===== config.mk =====
export PLATFORM = sky130hd
export DESIGN_NAME = tsna_merge
export DESIGN_NICKNAME = d
export VERILOG_FILES = /design/src/sv/taxel_spiking_neuron_array_assert.svh /design/src/sv/tsna_pkg.sv /design/src/sv/tsna_merge.sv
export SDC_FILE = /design/constraint.sdc
export NUM_CORES = 1
export LEC_CHECK = 0
export ABC_AREA = 1
export BUFFER_PORTS_ARGS = -buffer_cell sky130_fd_sc_hd__buf_4
export CAP_MARGIN = 0
export CORE_AREA = 4 4 41 43
export DETAILED_ROUTE_END_ITERATION = 7
export DIE_AREA = 0 0 45 47
export PLACE_DENSITY = 0.42
export RECOVER_POWER = 25
export SLEW_MARGIN = 5
export SYNTH_ARGS = -nofsm -noshare
export SYNTH_HDL_FRONTEND = slang
export SYNTH_SLANG_ARGS = --single-unit

===== constraint.sdc =====
create_clock -name clock -period 1 [get_ports clock]
set_input_delay 0.15 -clock clock [delete_from_list [all_inputs] [get_ports clock]]
set_output_delay 0.15 -clock clock [all_outputs]
set_load 0.1 [all_outputs]

===== src/sv/taxel_spiking_neuron_array_assert.svh =====
// assertion macros for the taxel spiking neuron array
// expects signals named clock and reset in the module that includes it
`ifndef TAXEL_SPIKING_NEURON_ARRAY_ASSERT_SVH
`define TAXEL_SPIKING_NEURON_ARRAY_ASSERT_SVH

// same-cycle implication
`define TSNA_ASSERT_IMP(label, cond, expr, msg) \
   label: assert property (@(posedge clock) disable iff (reset) (cond) |-> (expr)) \
      else $error(msg);

// next-cycle implication
`define TSNA_ASSERT_NXT(label, cond, expr, msg) \
   label: assert property (@(posedge clock) disable iff (reset) (cond) |=> (expr)) \
      else $error(msg);

`endif


===== src/sv/tsna_pkg.sv =====
// shared constants, types and helpers for the taxel spiking neuron array
// no dependencies
`timescale 1ns / 1ps

package tsna_pkg;

   localparam int TAXEL_COUNT  = 16;
   localparam int LANES        = 4;
   localparam int COLUMN_COUNT = TAXEL_COUNT / LANES;
   localparam int COLUMN_W     = $clog2(COLUMN_COUNT);
   localparam int SAMPLE_W     = 12;
   localparam int MASK_W       = 4;
   localparam int CSR_INDEX_W  = 3;
   localparam int CSR_DATA_W   = 24;

   // register indexes
   localparam logic [CSR_INDEX_W-1:0] CSR_RECOVERY_RATE        = 3'd0;
   localparam logic [CSR_INDEX_W-1:0] CSR_RECOVERY_SENSITIVITY = 3'd1;
   localparam logic [CSR_INDEX_W-1:0] CSR_RESET_POTENTIAL      = 3'd2;
   localparam logic [CSR_INDEX_W-1:0] CSR_RECOVERY_INCREMENT   = 3'd3;
   localparam logic [CSR_INDEX_W-1:0] CSR_SPIKE_THRESHOLD      = 3'd4;
   localparam logic [CSR_INDEX_W-1:0] CSR_CURRENT_GAIN         = 3'd5;

   // register reset values
   localparam logic [15:0]        RST_RECOVERY_RATE        = 16'd1311;
   localparam logic [15:0]        RST_RECOVERY_SENSITIVITY = 16'd13107;
   localparam logic signed [23:0] RST_RESET_POTENTIAL      = -24'sd4259840;
   localparam logic [21:0]        RST_RECOVERY_INCREMENT   = 22'd524288;
   localparam logic [23:0]        RST_SPIKE_THRESHOLD      = 24'd1966080;
   localparam logic [15:0]        RST_CURRENT_GAIN         = 16'd293;

   // per-taxel state after reset
   localparam logic [SAMPLE_W-1:0] RST_PREV_SAMPLE = 12'd4095;
   localparam logic signed [31:0]  RST_POTENTIAL   = -32'sd1966080;
   localparam logic signed [31:0]  RST_RECOVERY    = 32'sd0;

   // 0.04 in q0.16, linear term and 140 in q16.16
   localparam logic [11:0] QUAD_COEF   = 12'd2621;
   localparam int          LINEAR_COEF = 5;
   localparam int          OFFSET_Q16  = 140 * 65536;

   typedef struct packed {
      logic [15:0]        recovery_rate;
      logic [15:0]        recovery_sensitivity;
      logic signed [23:0] reset_potential;
      logic [21:0]        recovery_increment;
      logic [23:0]        spike_threshold;
      logic [15:0]        current_gain;
   } cfg_type;

   // stage enables shared by the lanes, the control and the output stage
   typedef struct packed {
      logic                load;
      logic                s2_en;
      logic                s3_en;
      logic                wb;
      logic [COLUMN_W-1:0] wb_column;
   } pipe_ctl_type;

   typedef struct packed {
      logic [2:0]          valid;
      logic [COLUMN_W-1:0] col1;
      logic [COLUMN_W-1:0] col2;
      logic [COLUMN_W-1:0] col3;
   } pipe_stat_type;

   function automatic logic signed [31:0] sat32(input logic signed [47:0] x);
      logic signed [31:0] r;
      if (x > 48'sh0000_7FFF_FFFF) begin
         r = 32'sh7FFF_FFFF;
      end else if (x < 48'shFFFF_8000_0000) begin
         r = 32'sh8000_0000;
      end else begin
         r = x[31:0];
      end
      return r;
   endfunction

endpackage


===== src/sv/tsna_merge.sv =====
// output stage: gathers the lane spike bits into the column mask and holds it
// depends on tsna_pkg
`timescale 1ns / 1ps

module tsna_merge (
   input  logic                          clock,
   input  logic                          reset,
   input  tsna_pkg::pipe_ctl_type        ctl,
   input  logic [tsna_pkg::LANES-1:0]    spikes,
   input  logic                          rsp_stall,
   output logic                          rsp_valid,
   output logic [tsna_pkg::COLUMN_W-1:0] rsp_column_out,
   output logic [tsna_pkg::MASK_W-1:0]   rsp_spike_mask,
   output logic                          out_ready
);
   import tsna_pkg::*;

   logic                valid_ff, valid_in;
   logic [COLUMN_W-1:0] column_ff;
   logic [MASK_W-1:0]   mask_ff, mask_in;

   assign out_ready = !valid_ff || !rsp_stall;
   assign valid_in  = ctl.wb || (valid_ff && rsp_stall);
   assign mask_in   = MASK_W'(spikes);

   always_ff @(posedge clock) begin
      if (reset) begin
         valid_ff <= 1'b0;
      end else begin
         valid_ff <= valid_in;
      end
   end

   always_ff @(posedge clock) begin
      if (ctl.wb) begin
         column_ff <= ctl.wb_column;
         mask_ff   <= mask_in;
      end
   end

   assign rsp_valid      = valid_ff;
   assign rsp_column_out = column_ff;
   assign rsp_spike_mask = mask_ff;

endmodule


**After elaboration in Yosys (flattened, before gate mapping)**

Index checks and enable logic that the tools add are counted.
W data, S select, Z words.

- Flip-flop bits (word level): 7

- Reduce and logical (&&, ||, !) cells: 5

Operators by type and width:

| cell | count |
|---|---|
| $logic_not A1 Y1 | 2 |
| $logic_or A1 B1 Y1 | 2 |
| $logic_and A1 B1 Y1 | 1 |

**Longest topological paths before layout**

- Word-level depth: 2
- Gate-level depth with buffers: 2
- Depth with buffers taken out: 2

**Least setup slack after synthesis**

No wires, ideal clock.

- Path kind: flip-flop to flip-flop
- Start: register valid_ff (netlist: rsp_valid)
- End: register valid_ff (netlist: rsp_valid)
- Library setup time: 72 ps
- Data arrival time: 1747 ps
- Slack: -819 ps
- Stages on the path, launching flop included: 3
- Path buffers: 0
- Clock period less this slack: 1819 ps
- Path through: dfxtp_1 -> nand2_2 -> a21oi_2

- Cells in the longest elaborated chain, start to end: 2

RTL lines:

| what | line | source |
|---|---|---|
| from (decl) | tsna_merge.sv:18 | `logic valid_ff, valid_in;` |
| from (signal assigned) | tsna_merge.sv:30 | `valid_ff <= valid_in;` |
| $logic_and A1 B1 Y1 | tsna_merge.sv:23 | `assign valid_in = ctl.wb \|\| (valid_ff && rsp_stall);` |
| $logic_or A1 B1 Y1 | tsna_merge.sv:23 |  |

No other way between the ends.
A chain may end at the register's enable or synchronous reset.

**Worst setup path after layout**

- Start: register valid_ff (netlist: rsp_valid)
- End: output port out_ready

- Cells in the longest elaborated chain, start to end: 2

RTL lines:

| what | line | source |
|---|---|---|
| $logic_not A1 Y1 | tsna_merge.sv:22 | `assign out_ready = !valid_ff \|\| !rsp_stall;` |
| $logic_or A1 B1 Y1 | tsna_merge.sv:22 |  |
| to (decl) | tsna_merge.sv:14 | `output logic out_ready` |

No other way between the ends.

==> run metrics <==
H-Tree Depth 1; placed insts 42; Max Transition Viols Final 0; Synth cell types 5; CP max FO 2; area leader, netlist edfxtp_1; switching share of power 35.1%; clock skew 0 ns; largest stage delay on the critical path 0.35 ns; first-pass GRT wire length 869 um; setup_tns 0 ns; Worst Reg-to-Reg Cells 3; Starting Density 16.8%; Post-Place Worst Slack 0.173 ns; hold path depth 2; routability cong. 0.688; initial DRC count 0; Final min period 0.995 ns; critical path's top delay family flip-flops; slew margin rel. 86.5%; worst hold start reset; internal power 568 uW; GR Util All Layers 6.71%; Mapped Cells 10; clk root buf clkbuf_4; Clock Tree Buf Depth 2; grt ovf 0; Logic pwr share 31.0%; row count 13; Die Y 47 um; Arr. time, crit path 0.84 ns; DIE AREA 2120 um^2; critical path type flop to primary output; Hold Buf Count CTS 0; Post-Route WL 538 um; vias per inst 3.47; Core Area 1300 um^2; type of the worst min-delay path primary input to flop; CP Capture Type primary output; drt drc 0; sequential area share after synthesis 91.4%; largest net degree at the start of global routing 8; leakage power figure 0.197 nW; via count 163; Clock transition at path regs 0.05 ns; Final setup viols 0; I/O Buffers 17; Worst Path Buf+Inv 1; Mean Syn Cell Area 21.9 um^2; Die X 45 um; Mapped Area 219 um^2; VDD IR max 0.781 mV; clk_lat worst skew 0.25 ns; Pre-antenna DRT Iters 1; r2r setup slk 0.28 ns; Power Dens Cells 1960 nW/um^2; RSZ-0062 raised after global routing yes; net switching power 307 uW; WP data required 0.85 ns; worst setup margin 0.00542 ns; Fmax achieved 1010 MHz; worst path cell trace nand2_4 > buf_12; Hold Path Sink rsp_valid$_SDFF_PP0_; layout cells sized above 1 75.0%; register bit total from synthesis 7; Synth top area share 82.3%; worst flop-to-flop path endpoint rsp_valid$_SDFF_PP0_; total CTS buffers 3; non-filler cells, final 47; Post-Syn Nets 23; Final ANT Viol Nets 0; reg2reg start rsp_valid$_SDFF_PP0_; vias in the first global route 200; P&R area growth vs syn 104%; crit path launch type flop; max cap viols 0; Avg WL per Cell 11.4 um; status finished, final reports clean; ANT cells 0; Hold Fails Final Rpt 0; Flop pwr share 40.3%; Sink Count 7; yosys warns 0; Final period util 99.5%; filler cell count 143; Ports 21; initial antenna violation count 0; nets 46; post-layout util 34.3%; Worst-Margin Slew 0.203 ns; clock share of power 28.6%; CP max stage cell dfxtp_4; CTS tree yes; Synth area leaders edfxtp_1 (82%), dfxtp_1 (9.1%), a21oi_2 (4.0%)
power groups by stage:
stage	combinational (mW)	sequential [mW]	clock [mW]
after global routing	0.279	0.356	0.287
after global placement	0.250	0.354	0
final	0.272	0.353	0.251
after detailed placement	0.252	0.355	0
after floorplan	0.0197	0.517	0
after CTS	0.272	0.354	0.273
routing by layer:
layer  track usage (%)  wire (um)  part of all wire, %  vias up
met5                 0          0                    0        -
met2              9.60        250                   46       14
met4              5.26          6                  1.1        0
met1              5.87        195                   36       67
met3              6.13         85                   16        2
li1                  -          -                    -       80
cells by family after synthesis:
logic type,Yosys count,synth area share (%)
DFF,7,91.4
AOI/OAI and AO/OA,1,4.00
buffers and inverters,1,1.71
and+or+nand+nor,1,2.86
what timing repair did:
item | in CTS | in global routing
resized for setup | 10 | 0
pin swaps | 1 | 1
buffers inserted | 0 | 1
endpoints found under the setup margin | 8 | 6
cloned | 0 | 0
how the worst max path moves through the flow:
stage	slack [ns]	from	to	depth (start not counted)
floorplan	-0.05	rsp_column_out[0]$_DFFE_PP_	rsp_column_out[0]	0
global placement	0.18	rsp_valid$_SDFF_PP0_	out_ready	2
detailed placement	0.17	rsp_valid$_SDFF_PP0_	out_ready	2
CTS	-0.01	rsp_valid$_SDFF_PP0_	out_ready	2
global route	-0.03	rsp_valid$_SDFF_PP0_	out_ready	2
finish	0.005	rsp_valid$_SDFF_PP0_	out_ready	2
synthesized netlist by cell type:
| library cell | n |
|---|---|
| inv_1 | 1 |
| a21oi_2 | 1 |
| dfxtp_1 | 1 |
| edfxtp_1 | 6 |
| nand2_2 | 1 |
metrics by stage:
| stage | cell area [um^2] | power, mW | hold slack, ns |
|---|---|---|---|
| global route | 447 | 0.922 | 0.0329 |
| finish | 447 | 0.876 | 0.0475 |
| CTS | 439 | 0.898 | 0.0315 |
| floorplan | 228 | 0.536 | 0.203 |
| global placement | 374 | 0.604 | 0.296 |
| detailed placement | 374 | 0.607 | 0.300 |
layout make-up:
cell class              count  area [um^2]  area share (%)
clock buffers               4         26.3            5.88
inverters                   1         3.75           0.840
multi-input cells           2         20.0            4.48
flip-flops and latches      7          204            45.7
well taps                  15         18.8            4.20
repair buffers             18          174            38.9
registers in the layout, summed over array words and instances (netlist names):
name / flops
rsp_column_out: 2
rsp_spike_mask: 4
rsp_valid: 1
layout by cell type (no fill, tap or decap):
cell type,synthesis,final
a21oi_2,1,1
buf_12,0,1
buf_4,0,7
buf_6,0,7
clkbuf_1,0,1
clkbuf_4,0,6
dfxtp_4,0,1
edfxtp_1,6,6
inv_1,1,1
nand2_4,0,1
Note: power is estimated with default switching activity, not from simulation.
