--- src/sv/taxel_spiking_neuron_array_assert.svh ---
// assertion macros for the taxel spiking neuron array
// expects signals named clock and reset in the module that includes it
`ifndef TAXEL_SPIKING_NEURON_ARRAY_ASSERT_SVH
`define TAXEL_SPIKING_NEURON_ARRAY_ASSERT_SVH

// same-cycle implication
`define TSNA_ASSERT_IMP(label, cond, expr, msg) \
   label: assert property (@(posedge clock) disable iff (reset) (cond) |-> (expr)) \
      else $error(msg);

// next-cycle implication
`define TSNA_ASSERT_NXT(label, cond, expr, msg) \
   label: assert property (@(posedge clock) disable iff (reset) (cond) |=> (expr)) \
      else $error(msg);

`endif

--- src/sv/tsna_pkg.sv ---
// shared constants, types and helpers for the taxel spiking neuron array
// no dependencies
`timescale 1ns / 1ps

package tsna_pkg;

   localparam int TAXEL_COUNT  = 16;
   localparam int LANES        = 4;
   localparam int COLUMN_COUNT = TAXEL_COUNT / LANES;
   localparam int COLUMN_W     = $clog2(COLUMN_COUNT);
   localparam int SAMPLE_W     = 12;
   localparam int MASK_W       = 4;
   localparam int CSR_INDEX_W  = 3;
   localparam int CSR_DATA_W   = 24;

   // register indexes
   localparam logic [CSR_INDEX_W-1:0] CSR_RECOVERY_RATE        = 3'd0;
   localparam logic [CSR_INDEX_W-1:0] CSR_RECOVERY_SENSITIVITY = 3'd1;
   localparam logic [CSR_INDEX_W-1:0] CSR_RESET_POTENTIAL      = 3'd2;
   localparam logic [CSR_INDEX_W-1:0] CSR_RECOVERY_INCREMENT   = 3'd3;
   localparam logic [CSR_INDEX_W-1:0] CSR_SPIKE_THRESHOLD      = 3'd4;
   localparam logic [CSR_INDEX_W-1:0] CSR_CURRENT_GAIN         = 3'd5;

   // register reset values
   localparam logic [15:0]        RST_RECOVERY_RATE        = 16'd1311;
   localparam logic [15:0]        RST_RECOVERY_SENSITIVITY = 16'd13107;
   localparam logic signed [23:0] RST_RESET_POTENTIAL      = -24'sd4259840;
   localparam logic [21:0]        RST_RECOVERY_INCREMENT   = 22'd524288;
   localparam logic [23:0]        RST_SPIKE_THRESHOLD      = 24'd1966080;
   localparam logic [15:0]        RST_CURRENT_GAIN         = 16'd293;

   // per-taxel state after reset
   localparam logic [SAMPLE_W-1:0] RST_PREV_SAMPLE = 12'd4095;
   localparam logic signed [31:0]  RST_POTENTIAL   = -32'sd1966080;
   localparam logic signed [31:0]  RST_RECOVERY    = 32'sd0;

   // 0.04 in q0.16, linear term and 140 in q16.16
   localparam logic [11:0] QUAD_COEF   = 12'd2621;
   localparam int          LINEAR_COEF = 5;
   localparam int          OFFSET_Q16  = 140 * 65536;

   typedef struct packed {
      logic [15:0]        recovery_rate;
      logic [15:0]        recovery_sensitivity;
      logic signed [23:0] reset_potential;
      logic [21:0]        recovery_increment;
      logic [23:0]        spike_threshold;
      logic [15:0]        current_gain;
   } cfg_type;

   // stage enables shared by the lanes, the control and the output stage
   typedef struct packed {
      logic                load;
      logic                s2_en;
      logic                s3_en;
      logic                wb;
      logic [COLUMN_W-1:0] wb_column;
   } pipe_ctl_type;

   typedef struct packed {
      logic [2:0]          valid;
      logic [COLUMN_W-1:0] col1;
      logic [COLUMN_W-1:0] col2;
      logic [COLUMN_W-1:0] col3;
   } pipe_stat_type;

   function automatic logic signed [31:0] sat32(input logic signed [47:0] x);
      logic signed [31:0] r;
      if (x > 48'sh0000_7FFF_FFFF) begin
         r = 32'sh7FFF_FFFF;
      end else if (x < 48'shFFFF_8000_0000) begin
         r = 32'sh8000_0000;
      end else begin
         r = x[31:0];
      end
      return r;
   endfunction

endpackage

--- src/sv/tsna_ctrl.sv ---
// pipeline control: stage valids, column tags and same-column hold-off
// depends on tsna_pkg
`timescale 1ns / 1ps

module tsna_ctrl (
   input  logic                          clock,
   input  logic                          reset,
   input  logic                          req_valid,
   input  logic [tsna_pkg::COLUMN_W-1:0] req_column,
   input  logic                          out_ready,
   output logic                          req_stall,
   output tsna_pkg::pipe_ctl_type        ctl,
   output tsna_pkg::pipe_stat_type       stat
);
   import tsna_pkg::*;

   logic [2:0]          valid_ff;
   logic [2:0]          valid_in;
   logic [COLUMN_W-1:0] col1_ff, col2_ff, col3_ff;
   logic                m1, m2, m3;
   logic                free1, free2, free3;
   logic                hazard;
   logic                accept;

   // a stage moves on when the next one is empty or moving
   assign m3    = valid_ff[2] && out_ready;
   assign free3 = !valid_ff[2] || m3;
   assign m2    = valid_ff[1] && free3;
   assign free2 = !valid_ff[1] || m2;
   assign m1    = valid_ff[0] && free2;
   assign free1 = !valid_ff[0] || m1;

   // state of a column in flight is not written back yet
   assign hazard = (valid_ff[0] && (col1_ff == req_column)) ||
                   (valid_ff[1] && (col2_ff == req_column)) ||
                   (valid_ff[2] && (col3_ff == req_column));

   assign req_stall = !free1 || hazard;
   assign accept    = req_valid && !req_stall;

   always_comb begin
      valid_in[0] = accept || (valid_ff[0] && !m1);
      valid_in[1] = m1 || (valid_ff[1] && !m2);
      valid_in[2] = m2 || (valid_ff[2] && !m3);
   end

   always_ff @(posedge clock) begin
      if (reset) begin
         valid_ff <= '0;
      end else begin
         valid_ff <= valid_in;
      end
   end

   always_ff @(posedge clock) begin
      if (accept) begin
         col1_ff <= req_column;
      end
      if (m1) begin
         col2_ff <= col1_ff;
      end
      if (m2) begin
         col3_ff <= col2_ff;
      end
   end

   assign ctl.load      = accept;
   assign ctl.s2_en     = m1;
   assign ctl.s3_en     = m2;
   assign ctl.wb        = m3;
   assign ctl.wb_column = col3_ff;

   assign stat.valid = valid_ff;
   assign stat.col1  = col1_ff;
   assign stat.col2  = col2_ff;
   assign stat.col3  = col3_ff;

endmodule

--- config.mk ---
export PLATFORM = sky130hd
export DESIGN_NAME = tsna_ctrl
export DESIGN_NICKNAME = d
export VERILOG_FILES = /design/src/sv/taxel_spiking_neuron_array_assert.svh /design/src/sv/tsna_pkg.sv /design/src/sv/tsna_ctrl.sv
export SDC_FILE = /design/constraint.sdc
export NUM_CORES = 1
export LEC_CHECK = 0
export BUFFER_PORTS_ARGS = -buffer_cell sky130_fd_sc_hd__buf_4
export CORE_AREA = 2 2 39 41
export DETAILED_ROUTE_END_ITERATION = 12
export DIE_AREA = 0 0 41 43
export PLACE_DENSITY = 0.61
export SYNTH_ARGS = -nofsm -noshare
export SYNTH_HDL_FRONTEND = slang
export SYNTH_SLANG_ARGS = --single-unit
export TNS_END_PERCENT = 1
--- constraint.sdc ---
create_clock -name clock -period 1.6 [get_ports clock]
set_input_delay 0.08 -clock clock [delete_from_list [all_inputs] [get_ports clock]]
set_output_delay 0.08 -clock clock [all_outputs]
set_load 0.01 [all_outputs]
# Word level (Yosys, flattened, before mapping)
# Cells that the tools add are included.
op_classes:
  n_reduce_logical: 27
  eq_ne: 3
op_table:
  columns: ["operator", "count"]
  rows:
  - ["logical AND 1 bit", 10]
  - ["logical OR 1 bit", 9]
  - ["zero test 1 bit", 8]
  - ["== test 2 bit", 3]
totals:
  input_bits: 6
  register_bits: 9
  elab_cells: 34

# Depth between registers and ports, before layout
# Gate-level depths: netlist of the first run.
depth:
  word_depth: 11
  ltp_mapped: 4
  mapped_depth_nobuf: 3

# Worst setup path after synthesis of the first run
# Ideal clock, no wire load.
synth_timing:
  kind: "flip-flop to flip-flop"
  start: "register col1_ff[1]"
  end: "register col1_ff[0] (enable)"
  synth_period_minus_slack_ns: 1.385
  t_arrival_ns: 1.133
  n_path_buf: 0
  slack_ns: 0.215
  setup_time_ns: 0.252
  stages_incl_launch_ff: 4
  cell_sequence: "edfxtp_1 > xor2_1 > o31a_1 > and4_1"
synth_between:
  elab_chain_len: 7
synth_lines:
  columns: ["element", "line_no", "text"]
  rows:
  - ["start: declaration", "tsna_ctrl.sv:19", "logic [COLUMN_W-1:0] col1_ff, col2_ff, col3_ff;"]
  - ["start signal: assignment", "tsna_ctrl.sv:57", "col1_ff <= req_column;"]
  - ["== test 2 bit", "tsna_ctrl.sv:34", "assign hazard = (valid_ff[0] && (col1_ff == req_column)) ||"]
  - ["logical AND 1 bit", "tsna_ctrl.sv:34", null]
  - ["logical OR 1 bit", "tsna_ctrl.sv:34", null]
  - ["logical OR 1 bit", "tsna_ctrl.sv:35", "(valid_ff[1] && (col2_ff == req_column)) ||"]
  - ["logical OR 1 bit", "tsna_ctrl.sv:38", "assign req_stall = !free1 || hazard;"]
  - ["zero test 1 bit", "tsna_ctrl.sv:39", "assign accept = req_valid && !req_stall;"]
  - ["logical AND 1 bit", "tsna_ctrl.sv:39", null]
  - ["named net accept", "tsna_ctrl.sv:23", "logic accept;"]
# The timed path passes the listed nets, and every way through them passes these cells.
# A chain may end at the register's enable or synchronous reset.

==> results of run 1 <==
[cell usage after synthesis]
cell type and number:
buf_4 6, edfxtp_1 6, xnor2_1 4, dfxtp_1 3, nand3_1 3, nor2_1 3
a21oi_1 2, inv_1 2, nor2b_1 2, xor2_1 2, and2_1 1, and3_1 1
and3_4 1, and4_1 1, nand4b_1 1, o311ai_1 1, o31a_1 1, o32ai_2 1
[through the flow]
step,area (µm²),util [%],total power [mW],cells
6_report,668,48.3,0.554,80
2_1_floorplan,469,-,0.329,41
5_1_grt,668,48.3,0.591,80
3_5_place_dp,602,43.5,0.371,72
4_1_cts,638,46.1,0.553,77
3_3_place_gp,602,43.5,0.370,72
[power groups by stage]
stage	Combinational [mW]	Clock [mW]	Sequential, mW
after CTS	0.0986	0.181	0.273
after detailed placement	0.0927	0	0.279
after global routing	0.118	0.198	0.276
final	0.108	0.172	0.274
after global placement	0.0923	0	0.278
after floorplan	0.0468	0	0.283
[final cells by class]
class	instances	area, µm²	share of cell area [%]
clock buffer	4	26.3	3.93
inverter	2	7.51	1.12
multi-input combinational	24	186	27.9
sequential	9	240	36.0
tap	16	20.0	3.00
timing repair buffer	25	188	28.1
[sequential cells by signal, summed over array words and instances, names as in the netlist]
name / cells
valid_ff: 3
col1_ff: 2
col2_ff: 2
col3_ff: 2
[logic make-up (layout without fill, tap and decap cells)]
family,count (synthesis),count (layout),synth area share (%)
buffers and inverters,8,31,11.2
XOR/XNOR,6,6,11.2
AO/OA/AOI/OAI,5,5,9.34
flip-flops,9,9,51.2
AND/OR/NAND/NOR,13,13,17.1
[worst max-delay path: stages, from the launching register on]
cell and delay, ps:
edfxtp_1 440, xor2_2 180, o31a_1 300, and4_4 150, buf_4 130
[worst max path at each step]
stage / startpoint / slack [ps] / endpoint
floorplan: col1_ff[1] / 220 / col1_ff[0]
global placement: col1_ff[1] / 250 / col1_ff[0]
detailed placement: col1_ff[1] / 210 / col1_ff[1]
CTS: col1_ff[1] / 10 / ctl[5]
global route: col1_ff[0] / -0.5 / ctl[5]
finish: col1_ff[0] / 70 / ctl[5]
[what timing repair did]
item	4_1_cts	5_1_grt
pin swaps	0	4
resized for setup	1	1
buffers inserted	1	3
setup endpoints to repair	1	1
[metal layers]
metal,global-route usage [%],routed length (µm)
met5,0,0
met4,8.00,10
met3,4.71,63
met2,15.9,455
met1,18.1,417
[cell usage in the layout (no fill, tap or decap), drive strengths merged]
master	count
edfxtp	6
nor2b	2
and4	1
nor2	3
o311ai	1
clkbuf	4
o32ai	1
nand4b	1
o31a	1
xnor2	4
nand3	3
and2	1
inv	2
buf	25
a21oi	2
and3	2
xor2	2
dfxtp	3
==> metrics.csv, run 1 <==
metric,value,unit
clock transition at the registers of the reported paths,60,ps
DRC errors left,0,
setup TNS,0,ps
Setup Skew,1.88,ps
capturing point of the worst reg2reg path,col1_ff[0],
# hold bufs at CTS,0,
Synth area leaders,"edfxtp_1, dfxtp_1, buf_4",
first-pass GRT wire length,1.44,mm
WL per Instance,11.8,µm
Hold Crit Class,in2reg,
top cell type by total area after synthesis,edfxtp_1,
Hold Startpoint,reset,
core footprint,1380,µm²
H-tree depth,1,
area growth from synthesis to layout,42.4,%
Critical R2R Launch,col1_ff[0],
Register-to-Register Path Depth,4,
register area share after synthesis,51.2,%
Netlist Area Pre-Place,469,µm²
Vias/cell,4.75,
"antenna viol nets, final",0,
Max IR drop VDD,0.000454,V
worst-path maximum fanout,3,
Max-Cap Viols,0,
Die Wd,41,µm
Slew Limit Fails,0,
Seq pwr share,49.4,%
root buffer cell,clkbuf_4,
Slew @ Worst Pin,310,ps
Peak Freq,0.652,GHz
Synth top area share,38.4,%
worst reg2reg setup slack,170,ps
"Endpoint, Worst Hold",valid_ff[1],
ANT cells,0,
layout cells sized above 1,50.0,%
period utilization,95.9,%
min setup slack post-route,65.1,ps
vias in the first global route,327,
final worst path period need,1530,ps
total gr overflow,0,
Startpoint Class,flip-flop,
number of fill cells,145,
"Hold Vio Cnt, Final",0,
Starting Density,33.9,%
IO Count,22,
Gate power share,19.6,%
initial antenna violation count,0,
Die Area,1760,µm²
Crit. End Element,output port,
Initial DRC Count,13,
critical path type,reg2out,
"Clk Latency, worst-skew pair",250,ps
max_slew headroom,79.0,%
CTS tree,built,
Clock Path Buffers,2,
drt pass-1 iters,7,
hpwl dp,696,µm
CTS Sinks,9,
Pint,419,µW
GPL Wtd Cong,0.788,
WHS Path Cells,2,
Clk pwr share,31.1,%
Post-Syn Instances,41,
die height,43,µm
syn_nets,47,
P_sw,135,µW
DP Worst Slack,210,ps
YS warnings,0,
endpoints failing setup,0,
DRT Wirelength,947,µm
total CTS buffers,3,
Total GRT Usage,12.8,%
port bufs,21,
syn avg cell area,11.4,µm²
crit path DAT,1450,ps
Yosys cell types,18,
static leakage,0.293,nW
WHS,13.5,ps
status,"finished, final reports clean",
DR vias,380,
final net count,71,
FP Rows,14,
"FF+latch count, synth",9,
power density over cell area,830,nW/µm²
Sw Ratio,24.4,%
CP required,1520,ps
largest net degree at the start of global routing,9,
Power figures use the tool's default switching activity.
==> run 2: changes to the inputs <==
- BUFFER_PORTS_ARGS: -buffer_cell sky130_fd_sc_hd__buf_4 -> -buffer_cell sky130_fd_sc_hd__buf_2
- PLACE_DENSITY: 0.61 -> default
==> metrics.csv, run 2 (synthesis results as in run 1) <==
metric,value,unit
status,"finished, final reports clean",
Crit. End Element,output port,
WL per Instance,11.6,µm
unrepaired setup endpoints after global routing,false,
ANT cells,0,
max_slew headroom,77.7,%
final worst path period need,1540,ps
Max IR drop VDD,0.000439,V
Clock Path Buffers,2,
"Hold Vio Cnt, Final",0,
Clk pwr share,32.7,%
post-route cell area,593,µm²
initial antenna violation count,0,
total CTS buffers,3,
setup TNS,0,ps
DRT Wirelength,903,µm
Util after Layout,42.9,%
Design Power,531,µW
CTS tree,built,
Die Wd,41,µm
DR vias,355,
Gate power share,16.1,%
clock transition at the registers of the reported paths,70,ps
H-tree depth,1,
Met3 Wirelength,64,µm
Slew Limit Fails,0,
Hold Crit Class,in2reg,
most frequent cells in the layout,"buf_2, edfxtp_1, xnor2_1",
wl on met1,419,µm
Initial DRC Count,5,
period utilization,96.1,%
Slew @ Worst Pin,329,ps
layout cells sized above 1,46.8,%
endpoints failing setup,0,
largest net degree at the start of global routing,9,
crit path DAT,1460,ps
core footprint,1380,µm²
final net count,69,
Max-Cap Viols,0,
drt pass-1 iters,4,
uppermost layer routed,met3,
"Clk Latency, worst-skew pair",250,ps
Startpoint Class,flip-flop,
"antenna viol nets, final",0,
die height,43,µm
P_sw,133,µW
GPL Wtd Cong,0.765,
critical path type,reg2out,
power density over cell area,896,nW/µm²
IO Count,22,
area growth from synthesis to layout,26.4,%
Total GRT Usage,11.9,%
Peak Freq,0.650,GHz
port bufs,21,
vias in the first global route,321,
CTS Sinks,9,
"commonest non-fill, non-tap cell in the layout",buf_2,
met2 WL,419,µm
Seq pwr share,51.3,%
worst-path maximum fanout,3,
Die Area,1760,µm²
FP Rows,14,
max reg flops,3,
Post-DP Area,549,µm²
total gr overflow,0,
Pint,398,µW
first-pass GRT wire length,1.40,mm
static leakage,0.269,nW
Sw Ratio,25.1,%
Biggest register,valid_ff,
Vias/cell,4.55,
root buffer cell,clkbuf_4,
CP required,1520,ps
WHS,30.8,ps
DRC errors left,0,
Setup Skew,7.45,ps
Starting Density,33.9,%
## run 2: cell count changes in the layout (fill, tap and decap cells not counted), sizes merged
cell / delta
buf: -2
## run 2: layout make-up
cell class	count	area, µm²
Tap cell	16	20.0
Clock buffer	4	26.3
Inverter	2	7.51
Multi-Input combinational cell	24	179
Timing Repair Buffer	23	120
Fill cell	137	791
Sequential cell	9	240
## run 2: final timing paths
check,from,end,slack [ps],cells after the start
min reg2reg,col2_ff[0],col3_ff[0],500,0
max reg2reg,col1_ff[0],col1_ff[0],260,3
min,reset,valid_ff[2],30,2
max,col1_ff[1],ctl[5],60,4
## run 2: per-stage QoR
stage               cells  setup slack [ps]
floorplan              41               215
global placement       72               258
detailed placement     72               222
CTS                    77              35.0
global route           78             0.571
finish                 78              61.7
## run 2: power groups by stage
stage	Sequential (mW)	Clock, mW	Combinational [mW]
floorplan	0.283	0	0.0468
global placement	0.277	0	0.0784
detailed placement	0.278	0	0.0782
CTS	0.273	0.179	0.0836
global route	0.275	0.192	0.0954
finish	0.272	0.174	0.0854
## run 2: timing repair
item	in CTS	in global routing
resized for setup	1	0
cloned	0	0
buffers inserted	1	1
endpoints found under the setup margin	1	1
pin swaps	0	1
hold buffers	0	0
## run 2: critical path, cell delays in order (launching register included)
cell and delay (ps):
edfxtp_1 400, xor2_1 170, o31a_1 290, and4_4 200, buf_2 130
## run 2: layer usage
layer / global-route usage, % / vias up
li1: - / 184
met1: 16.8 / 158
met2: 18.1 / 13
met3: 3.14 / 0
met4: 2.00 / 0
met5: 0 / -
==> run 3: changes to the inputs <==
- clock period: 1.6 -> 1.42 ns (I/O delays scaled with it)
==> metrics.csv, run 3 (synthesis results as in run 1) <==
metric,value,unit
ANT cells,0,
max reg flops,3,
static leakage,0.282,nW
"Slowest-stage cell, CP",edfxtp_1,
placed cell count,72,
"antenna viol nets, final",0,
Clk pwr share,32.2,%
Die Area,1760,µm²
vias in the first global route,333,
Pint,459,µW
Hold Startpoint,reset,
"Hold Vio Cnt, Final",0,
CTS Sinks,9,
"commonest non-fill, non-tap cell in the layout",buf_2,
DR vias,370,
Seq pwr share,50.0,%
cell depth of the worst setup path,4,
total gr overflow,0,
met1 GRT Util,16.3,%
met3 GRT Util,4.71,%
Top delay family on crit path,flip-flops,
Total GRT Usage,13.4,%
clock transition at the registers of the reported paths,60,ps
capturing point of the worst reg2reg path,col1_ff[0],
H-tree depth,1,
Register-to-Register Path Depth,4,
initial antenna violation count,0,
core footprint,1380,µm²
Biggest register,valid_ff,
Starting Density,33.9,%
"Clk Latency, worst-skew pair",260,ps
Top Usage Layer GRT,met2,
Max IR drop VDD,0.000579,V
Gate power share,17.8,%
max_slew headroom,78.4,%
area growth from synthesis to layout,33.9,%
Hold Crit Class,in2reg,
first-pass GRT wire length,1.47,mm
Clock Path Buffers,2,
crit path DAT,1430,ps
critical path type,reg2out,
Max-Cap Viols,0,
Sw Ratio,25.5,%
min setup slack post-route,-77.7,ps
DRC errors left,0,
WL per Instance,12.1,µm
largest net degree at the start of global routing,9,
setup TNS,-99.1,ps
critical-path cell list,xor2_1 > o31a_1 > and4_4 > buf_6,
period utilization,105,%
most frequent cells in the layout,"buf_2, edfxtp_1, xnor2_1, buf_4",
worst reg2reg setup slack,10,ps
CP max stage delay,410,ps
FP Rows,14,
worst-path maximum fanout,2,
root buffer cell,clkbuf_4,
total CTS buffers,3,
DRT Wirelength,967,µm
met2 GRT Util,18.4,%
CTS tree,built,
Post-DP Area,549,µm²
unrepaired setup endpoints after global routing,true,
IO Count,22,
power density over cell area,981,nW/µm²
port bufs,21,
Critical R2R Launch,col1_ff[1],
P_sw,157,µW
Vias/cell,4.63,
post-route cell area,628,µm²
hpwl dp,739,µm
Slew Limit Fails,0,
"Endpoint, Worst Hold",valid_ff[2],
Initial DRC Count,9,
drt pass-1 iters,3,
die height,43,µm
Buf/Inv on CP,1,
Peak Freq,0.668,GHz
status,"complete, but fails checks",
Crit. End Element,output port,
Slew @ Worst Pin,319,ps
CP required,1350,ps
WHS Path Cells,2,
Die Wd,41,µm
failing checks,setup timing,
fin cells,80,
GPL Wtd Cong,0.773,
Startpoint Class,flip-flop,
final worst path period need,1500,ps
Setup Skew,1.91,ps
endpoints failing setup,2,
layout cells sized above 1,53.1,%
# hold bufs at CTS,0,
final net count,71,
==> run 3: cell count changes in the layout (fill, tap and decap cells not counted), sizes merged <==
cell / before / now
buf: 23 / 25
==> run 3: repair_timing <==
item / CTS / global route
resized for setup: 2 / 3
pin swaps: 3 / 0
setup buffers: 3 / 1
setup endpoints to repair: 2 / 6
==> run 3: final cells by class <==
cell class / count / area [µm²]
clock buffers: 4 / 26.3
well taps: 16 / 20.0
flip-flops and latches: 9 / 240
inverters: 2 / 7.51
multi-input cells: 24 / 193
repair buffers: 25 / 141
fillers: 138 / 756
==> run 3: routing by layer <==
layer  routed length, µm  vias to the layer above
met5                   0                        -
met4                   6                        0
met3                  58                        2
met2                 463                       13
met1                 438                      167
li1                    -                      188
==> run 3: through the flow <==
step                utilization (%)  power [mW]  setup slack, ps  hold WS, ps
finish                         45.4       0.616            -77.7         19.8
global route                   45.4       0.652             -116         18.3
global placement               39.7       0.401             77.8          290
floorplan                         -       0.371             35.3          143
detailed placement             39.7       0.402             48.1          291
CTS                            43.9       0.619            -74.8         12.1
==> run 3: power by group through the flow <==
stage	registers, mW	logic (mW)	clock network [mW]
global route	0.310	0.120	0.222
detailed placement	0.314	0.0885	0
CTS	0.307	0.104	0.207
floorplan	0.318	0.0527	0
finish	0.308	0.110	0.199
global placement	0.312	0.0883	0
==> run 3: how the worst max path moves through the flow <==
stage | slack (ps) | to | start
2_1_floorplan | 40 | col1_ff[0] | col1_ff[1]
3_3_place_gp | 80 | col1_ff[0] | col1_ff[1]
3_5_place_dp | 50 | col1_ff[0] | col1_ff[1]
4_1_cts | -70 | ctl[5] | col1_ff[1]
5_1_grt | -120 | ctl[5] | col1_ff[1]
6_report | -80 | ctl[5] | col1_ff[1]
